### config.mk
export PLATFORM = sky130hd
export DESIGN_NAME = pdf417_text_compaction_decoder
export DESIGN_NICKNAME = d
export VERILOG_FILES = /design/src/rtl/ptcd_pkg.sv /design/src/rtl/pdf417_text_compaction_decoder.sv /design/src/rtl/ptcd_decode.sv /design/src/rtl/ptcd_outbuf.sv
export SDC_FILE = /design/constraint.sdc
export NUM_CORES = 1
export LEC_CHECK = 0
export ABC_AREA = 1
export BUFFER_PORTS_ARGS = -buffer_cell sky130_fd_sc_hd__buf_2
export CORE_MARGIN = 8
export CORE_UTILIZATION = 45
export DETAILED_ROUTE_END_ITERATION = 16
export GPL_ROUTABILITY_DRIVEN = 0
export SLEW_MARGIN = 30
export SYNTH_ARGS = -nofsm -noshare
export SYNTH_HDL_FRONTEND = slang
export SYNTH_HIERARCHICAL = 1
export SYNTH_SLANG_ARGS = --single-unit
### constraint.sdc
create_clock -name clk -period 20.9 [get_ports clk]
set_input_delay 2.09 -clock clk [delete_from_list [all_inputs] [get_ports clk]]
set_output_delay 2.09 -clock clk [all_outputs]
set_load 0.01 [all_outputs]
### src/rtl/ptcd_pkg.sv
// ----------------------------------------------------------------------------
// ptcd_pkg
// Types, codes and character tables shared by the text compaction decoder.
// ----------------------------------------------------------------------------
package ptcd_pkg;

	localparam int unsigned CW_W = 10;

	localparam logic [CW_W-1:0] CW_TEXT_LATCH  = 10'd900;
	localparam logic [CW_W-1:0] CW_BYTE_LATCH  = 10'd901;
	localparam logic [CW_W-1:0] CW_NUM_LATCH   = 10'd902;
	localparam logic [CW_W-1:0] CW_BYTE_SHIFT  = 10'd913;
	localparam logic [CW_W-1:0] CW_BYTE_LATCH6 = 10'd924;

	// reciprocal of 30 as 1093 / 2^15, exact floor for codewords below 900
	localparam logic [10:0] RECIP30 = 11'd1093;
	localparam logic [9:0]  DIV30   = 10'd30;

	localparam logic [4:0] V_SPACE = 5'd26;
	localparam logic [4:0] V_LC25  = 5'd25;
	localparam logic [4:0] V_LC27  = 5'd27;
	localparam logic [4:0] V_LC28  = 5'd28;
	localparam logic [4:0] V_LC29  = 5'd29;

	typedef enum logic [2:0] {
		SM_ALPHA  = 3'd0,
		SM_LOWER  = 3'd1,
		SM_MIXED  = 3'd2,
		SM_PUNCT  = 3'd3,
		SM_ASHIFT = 3'd4,
		SM_PSHIFT = 3'd5
	} mode_t;

	typedef enum logic [1:0] {
		KIND_TEXT = 2'd0,
		KIND_BYTE = 2'd1,
		KIND_EXIT = 2'd2
	} kind_t;

	typedef struct packed {
		logic       emit;
		logic [7:0] ch;
		mode_t      mode;
		mode_t      saved;
	} half_t;

	// decoded results of one codeword
	typedef struct packed {
		logic       one;
		logic       two;
		logic [7:0] b0;
		kind_t      k0;
		logic [7:0] b1;
	} res_t;

	function automatic logic [7:0] punct_ch(input logic [4:0] v);
		logic [7:0] c;
		begin
			case (v)
				5'd0:  c = 8'h3B;
				5'd1:  c = 8'h3C;
				5'd2:  c = 8'h3E;
				5'd3:  c = 8'h40;
				5'd4:  c = 8'h5B;
				5'd5:  c = 8'h5C;
				5'd6:  c = 8'h5D;
				5'd7:  c = 8'h5F;
				5'd8:  c = 8'h60;
				5'd9:  c = 8'h7E;
				5'd10: c = 8'h21;
				5'd11: c = 8'h0D;
				5'd12: c = 8'h09;
				5'd13: c = 8'h2C;
				5'd14: c = 8'h3A;
				5'd15: c = 8'h0A;
				5'd16: c = 8'h2D;
				5'd17: c = 8'h2E;
				5'd18: c = 8'h24;
				5'd19: c = 8'h2F;
				5'd20: c = 8'h22;
				5'd21: c = 8'h7C;
				5'd22: c = 8'h2A;
				5'd23: c = 8'h28;
				5'd24: c = 8'h29;
				5'd25: c = 8'h3F;
				5'd26: c = 8'h7B;
				5'd27: c = 8'h7D;
				5'd28: c = 8'h27;
				default: c = 8'h00;
			endcase
			return c;
		end
	endfunction

	function automatic logic [7:0] mixed_ch(input logic [4:0] v);
		logic [7:0] c;
		begin
			case (v)
				5'd10: c = 8'h26;
				5'd11: c = 8'h0D;
				5'd12: c = 8'h09;
				5'd13: c = 8'h2C;
				5'd14: c = 8'h3A;
				5'd15: c = 8'h23;
				5'd16: c = 8'h2D;
				5'd17: c = 8'h2E;
				5'd18: c = 8'h24;
				5'd19: c = 8'h2F;
				5'd20: c = 8'h2B;
				5'd21: c = 8'h25;
				5'd22: c = 8'h2A;
				5'd23: c = 8'h3D;
				5'd24: c = 8'h5E;
				default: c = 8'h30 + {3'b000, v};
			endcase
			return c;
		end
	endfunction

	function automatic half_t decode_half(input mode_t m, input mode_t sv,
			input logic [4:0] v);
		half_t h;
		begin
			h.emit  = 1'b0;
			h.ch    = 8'h00;
			h.mode  = m;
			h.saved = sv;
			case (m)
				SM_LOWER: begin
					if (v < V_SPACE) begin
						h.emit = 1'b1;
						h.ch   = 8'h61 + {3'b000, v};
					end else if (v == V_SPACE) begin
						h.emit = 1'b1;
						h.ch   = 8'h20;
					end else if (v == V_LC27) begin
						h.saved = SM_LOWER;
						h.mode  = SM_ASHIFT;
					end else if (v == V_LC28) begin
						h.mode = SM_MIXED;
					end else begin
						h.saved = SM_LOWER;
						h.mode  = SM_PSHIFT;
					end
				end
				SM_MIXED: begin
					if (v < V_LC25) begin
						h.emit = 1'b1;
						h.ch   = mixed_ch(v);
					end else if (v == V_LC25) begin
						h.mode = SM_PUNCT;
					end else if (v == V_SPACE) begin
						h.emit = 1'b1;
						h.ch   = 8'h20;
					end else if (v == V_LC27) begin
						h.mode = SM_LOWER;
					end else if (v == V_LC28) begin
						h.mode = SM_ALPHA;
					end else begin
						h.saved = SM_MIXED;
						h.mode  = SM_PSHIFT;
					end
				end
				SM_PUNCT: begin
					if (v < V_LC29) begin
						h.emit = 1'b1;
						h.ch   = punct_ch(v);
					end else begin
						h.mode = SM_ALPHA;
					end
				end
				SM_ASHIFT: begin
					h.mode = sv;
					if (v < V_SPACE) begin
						h.emit = 1'b1;
						h.ch   = 8'h41 + {3'b000, v};
					end else if (v == V_SPACE) begin
						h.emit = 1'b1;
						h.ch   = 8'h20;
					end
				end
				SM_PSHIFT: begin
					h.mode = sv;
					if (v < V_LC29) begin
						h.emit = 1'b1;
						h.ch   = punct_ch(v);
					end else begin
						h.mode = SM_ALPHA;
					end
				end
				default: begin
					if (v < V_SPACE) begin
						h.emit = 1'b1;
						h.ch   = 8'h41 + {3'b000, v};
					end else if (v == V_SPACE) begin
						h.emit = 1'b1;
						h.ch   = 8'h20;
					end else if (v == V_LC27) begin
						h.mode = SM_LOWER;
					end else if (v == V_LC28) begin
						h.mode = SM_MIXED;
					end else begin
						h.saved = SM_ALPHA;
						h.mode  = SM_PSHIFT;
					end
				end
			endcase
			return h;
		end
	endfunction

endpackage

### src/rtl/pdf417_text_compaction_decoder.sv
// A codeword is captured in the input register, decoded, and its items are
// held in the result register; a busy result register stalls the input.
// Throughput: one codeword per cycle while out_stall is low and it yields at
// most one item; after a two-item codeword the input waits for the item port.
// Reset: arst_n clears sub-mode and saved mode to alpha, drops a pending byte
// shift and empties the input and result registers.
// ----------------------------------------------------------------------------
// pdf417_text_compaction_decoder
// PDF417 text compaction: codewords in, ASCII characters, shifted bytes and
// exit markers out.
// ----------------------------------------------------------------------------
module pdf417_text_compaction_decoder (
	input  logic                      clk,
	input  logic                      arst_n,
	input  logic                      in_valid,
	output logic                      in_stall,
	input  logic [ptcd_pkg::CW_W-1:0] codeword,
	output logic                      out_valid,
	input  logic                      out_stall,
	output logic [7:0]                out_byte,
	output logic [1:0]                out_kind,
	output logic                      last
);
	import ptcd_pkg::*;

	logic            valid_s1;
	logic [CW_W-1:0] cw_s1;
	res_t            res;
	logic            free, adv, load;

	assign adv      = valid_s1 && (free || !res.one);
	assign load     = adv && res.one;
	assign in_stall = valid_s1 && !adv;

	always_ff @(posedge clk or negedge arst_n) begin
		if (!arst_n) begin
			valid_s1 <= 1'b0;
		end else if (!in_stall) begin
			valid_s1 <= in_valid;
		end
	end

	always_ff @(posedge clk) begin
		if (!in_stall && in_valid) begin
			cw_s1 <= codeword;
		end
	end

	ptcd_decode u_decode (
		.clk    (clk),
		.arst_n (arst_n),
		.cw     (cw_s1),
		.adv    (adv),
		.res    (res)
	);

	ptcd_outbuf u_outbuf (
		.clk       (clk),
		.arst_n    (arst_n),
		.load      (load),
		.res       (res),
		.free      (free),
		.out_valid (out_valid),
		.out_stall (out_stall),
		.out_byte  (out_byte),
		.out_kind  (out_kind),
		.last      (last)
	);

endmodule

### src/rtl/ptcd_decode.sv
// ----------------------------------------------------------------------------
// ptcd_decode
// Sub-mode state and the decode of one registered codeword into up to two
// characters, a shifted byte or an exit marker. State advances when the result is taken or the codeword yields none.
// ----------------------------------------------------------------------------
module ptcd_decode (
	input  logic                         clk,
	input  logic                         arst_n,
	input  logic [ptcd_pkg::CW_W-1:0]    cw,
	input  logic                         adv,
	output ptcd_pkg::res_t               res
);
	import ptcd_pkg::*;

	mode_t       mode_q, saved_q, mode_d, saved_d;
	logic        pend_q, pend_d;
	logic [20:0] prod;
	logic [4:0]  hi, lo;
	logic [9:0]  hi_x30, rem;
	half_t       h0, h1;

	assign prod   = 21'(cw) * 21'(RECIP30);
	assign hi     = prod[19:15];
	assign hi_x30 = 10'(hi) * DIV30;
	assign rem    = cw - hi_x30;
	assign lo     = rem[4:0];

	assign h0 = decode_half(mode_q, saved_q, hi);
	assign h1 = decode_half(h0.mode, h0.saved, lo);

	always_comb begin
		mode_d  = mode_q;
		saved_d = saved_q;
		pend_d  = pend_q;
		res     = '0;
		res.k0  = KIND_TEXT;
		if (pend_q) begin
			pend_d = 1'b0;
			if (mode_q == SM_ASHIFT || mode_q == SM_PSHIFT) begin
				mode_d = saved_q;
			end
			res.one = 1'b1;
			res.b0  = cw[7:0];
			res.k0  = KIND_BYTE;
		end else if (cw < CW_TEXT_LATCH) begin
			mode_d  = h1.mode;
			saved_d = h1.saved;
			res.one = h0.emit || h1.emit;
			res.two = h0.emit && h1.emit;
			res.b0  = h0.emit ? h0.ch : h1.ch;
			res.b1  = h1.ch;
		end else if (cw == CW_TEXT_LATCH) begin
			mode_d  = SM_ALPHA;
			saved_d = SM_ALPHA;
		end else if (cw == CW_BYTE_LATCH || cw == CW_NUM_LATCH
				|| cw == CW_BYTE_LATCH6) begin
			mode_d  = SM_ALPHA;
			saved_d = SM_ALPHA;
			pend_d  = 1'b0;
			res.one = 1'b1;
			res.k0  = KIND_EXIT;
		end else if (cw == CW_BYTE_SHIFT) begin
			pend_d = 1'b1;
		end
	end

	always_ff @(posedge clk or negedge arst_n) begin
		if (!arst_n) begin
			mode_q  <= SM_ALPHA;
			saved_q <= SM_ALPHA;
			pend_q  <= 1'b0;
		end else if (adv) begin
			mode_q  <= mode_d;
			saved_q <= saved_d;
			pend_q  <= pend_d;
		end
	end

endmodule

### src/rtl/ptcd_outbuf.sv
// ----------------------------------------------------------------------------
// ptcd_outbuf
// Result register for the items of one codeword, sent one item per cycle
// while out_stall is low, last flag on the final one.
// ----------------------------------------------------------------------------
module ptcd_outbuf (
	input  logic                clk,
	input  logic                arst_n,
	input  logic                load,
	input  ptcd_pkg::res_t      res,
	output logic                free,
	output logic                out_valid,
	input  logic                out_stall,
	output logic [7:0]          out_byte,
	output logic [1:0]          out_kind,
	output logic                last
);
	import ptcd_pkg::*;

	logic       valid_q, two_q, idx_q;
	logic [7:0] b0_q, b1_q;
	kind_t      k0_q;
	logic       take;

	assign out_valid = valid_q;
	assign last      = idx_q || !two_q;
	assign out_byte  = idx_q ? b1_q : b0_q;
	assign out_kind  = idx_q ? KIND_TEXT : k0_q;
	assign take      = valid_q && !out_stall;
	assign free      = !valid_q || (take && last);

	always_ff @(posedge clk or negedge arst_n) begin
		if (!arst_n) begin
			valid_q <= 1'b0;
			two_q   <= 1'b0;
			idx_q   <= 1'b0;
		end else if (load) begin
			valid_q <= 1'b1;
			two_q   <= res.two;
			idx_q   <= 1'b0;
		end else if (take) begin
			if (last) begin
				valid_q <= 1'b0;
			end else begin
				idx_q <= 1'b1;
			end
		end
	end

	always_ff @(posedge clk) begin
		if (load) begin
			b0_q <= res.b0;
			k0_q <= res.k0;
			b1_q <= res.b1;
		end
	end

endmodule
==> flow_metrics.py <==
metrics = {
    "place": {
        "portBuffers": 26,
        "place_area_sq_um": 6800,
        "hpwl_microns": 15600,
        "post-place-ws_ns": 11.70,
    },
    "clocking": {
        "numCtsBuffers": 5,
        "clockRootBuffer": "clkbuf_16",
        "cts_tree": "yes",
        "htreeDepth": 2,
        "postCtsSetupBuffers": 0,
        "ctsResizeCount": 0,
        "clock-sinks": 39,
        "clk_pin_slew_ns": 0.06,
        "cts_hold_buf": 0,
        "clkLatencyLatePin_ns": 0.29,
        "cts_buffer_depth": 2,
    },
    "critical_path": {
        "worstSetupPathType": "reg2out",
        "critPathSlowestCell": "edfxtp_1",
        "cp_top_family": "adder cells",
        "r2r_cells": 40,
        "crit_start": "cw_s1[7]",
        "arrival_ns": 7.44,
        "start_kind": "register",
        "critPathMaxStageDelay_ns": 0.52,
        "r2r_end": "u_decode/mode_q[1]",
        "worst-path-buf-inv": 10,
        "cp.required_ns": 18.81,
        "path_max_fanout": 12,
        "crit_path_end_kind": "output port",
        "reg2reg_from": "cw_s1[7]",
        "reg2reg_setup_slack_ns": 12.68,
    },
    "sta": {
        "fin_setup_tns_ns": 0,
        "rsz0062_at_grt": "no",
        "finalSetupViolCount": 0,
        "finalHoldViolations": 0,
        "fin_crit_ns": 9.53,
        "setup_ws_ns": 11.37,
        "timing.fmax_ghz": 0.105,
        "finalMaxSlewViolations": 0,
        "clock_skew_ns": 0.00671,
        "worst_slew_pin_slew_ns": 0.801,
        "relSlewSlack_pct": 46.6,
        "period_share_pct": 45.6,
    },
    "layout": {
        "multi_input_area_sq_um": 4730,
        "drive_gt1_share_pct": 11.2,
        "nFillCells": 1570,
        "final_nets": 1161,
        "area.growth.synth_to_final_pct": 5.77,
        "final_cell_mix": "nand2_1 (316), inv_1 (143), nor2_1 (121)",
        "fin_area_sq_um": 6970,
        "seqCellArea_sq_um": 1120,
        "diodes": 0,
        "layout_commonest_cell": "nand2_1",
    },
    "drt": {
        "antenna_left": 0,
        "avgViaCountPerCell": 5.49,
        "drt_wl_total_microns": 19600,
        "dr.pass1.iters": 6,
        "drc_errors": 0,
        "vias": 6912,
        "routedWlPerCell_microns": 15.5,
        "drt-initial-drc-count": 611,
    },
    "flow_run": {
        "cap_violations": 0,
    },
    "floorplan": {
        "rows": 44,
        "dieHeight_microns": 137,
        "start_util_pct": 45.7,
        "core_area_sq_um": 14400,
        "die_w_microns": 137,
        "die_area_sq_um": 18800,
        "io_pins": 27,
    },
    "global_routing": {
        "track_usage_pct": 20.5,
        "overflow": 0,
        "antenna_found_initial": 0,
        "grt_pass1_vias": 6221,
        "grt_pass1_wl_microns": 31300,
        "grt_max_degree": 22,
    },
    "synthesis": {
        "syn_area_per_cell_sq_um": 6.19,
        "synthFlopType": "edfxtp_1",
        "syn_area_sq_um": 6590,
        "synth_seq_cells": 39,
        "synth_cell_types": 51,
        "syn_inst": 1065,
        "async_flop_share_pct": 28.2,
        "ys_seq_area_share_pct": 16.9,
        "syn_nets": 1153,
        "synth-edff-count": 28,
        "synth_warnings": 6,
    },
    "run_status": {
        "outcome": "complete, no violations",
    },
    "worst_hold_path": {
        "min_delay_worst_endpoint": "u_outbuf/two_q",
        "hold_start": "u_outbuf/two_q",
        "hold_class": "reg2reg",
        "whs_path_depth": 2,
    },
}
through the flow:
| step | hold WS, ns | instances | utilization [%] |
|---|---|---|---|
| floorplan | 0.476 | 1065 | - |
| finish | 0.511 | 1258 | 48.3 |
| CTS | 0.518 | 1258 | 48.3 |
| detailed placement | 0.504 | 1250 | 47.1 |
| global route | 0.554 | 1258 | 48.3 |
| global placement | 0.504 | 1250 | 47.1 |
cells in the mapped netlist (11+ instances only):
master,count,area (sq um)
inv_2,13,48.8
dfrtp_1,11,275
edfxtp_1,28,841
nand4_1,18,113
nand2_2,27,169
o211ai_1,12,90.1
o21ai_0,41,205
a21oi_1,37,185
inv_1,143,537
nor3_1,12,60.1
nand3_1,97,485
nand2_1,316,1190
clkbuf_1,12,45.0
nor2_1,121,454
ha_1,64,801
area by class of cell:
cell class | count | share of cell area [%]
Multi-Input combinational cell | 842 | 67.8
Sequential cell | 39 | 16.0
Inverter | 159 | 8.60
Tap cell | 184 | 3.30
Timing Repair Buffer | 26 | 1.87
Clock buffer | 5 | 1.79
Clock inverter | 3 | 0.628
metal layers:
metal	track usage, %	up-vias	wire, microns
li1	-	3473	-
met1	28.2	3103	8870
met2	32.5	297	8850
met3	3.41	39	1410
met4	5.31	0	437
met5	0	-	0
flip-flops by register name, summed over array words and instances (netlist names):
register,cells
u_outbuf/b0_q,8
u_outbuf/b1_q,8
u_outbuf/idx_q,1
u_outbuf/k0_q,2
valid_s1,1
u_outbuf/out_valid,1
u_outbuf/two_q,1
u_decode/mode_q,3
u_decode/saved_q,3
cw_s1,10
u_decode/pend_q,1
worst reg2reg max path, delay by kind of cell (launching register included):
kind,cells,cell delay (ns)
flip-flops,1,0.52
AND/OR/NAND/NOR,17,2.40
XOR/XNOR,1,0.14
AO/OA/AOI/OAI,4,0.88
buffers and inverters,10,1.28
adder cells (fa/ha/maj),8,2.92
logic make-up after synthesis:
group | after synthesis | synth area share (%)
other cells | 1 | 0.0569
compound gates | 123 | 10.9
buf+inv | 184 | 11.4
simple gates | 639 | 44.8
xor+xnor | 5 | 0.664
flops | 39 | 16.9
fa+ha+maj | 74 | 15.2
worst max-delay path by stage:
stage,to,slack [ns],cells past startpoint
finish,in_stall,11.37,36
global route,in_stall,10.77,36
CTS,in_stall,11.40,36
detailed placement,in_stall,11.70,36
global placement,in_stall,12.00,36
floorplan,in_stall,12.66,35
Power is not shown: default switching activity piles up to over one toggle a cycle in this logic, so the estimate is an artifact.
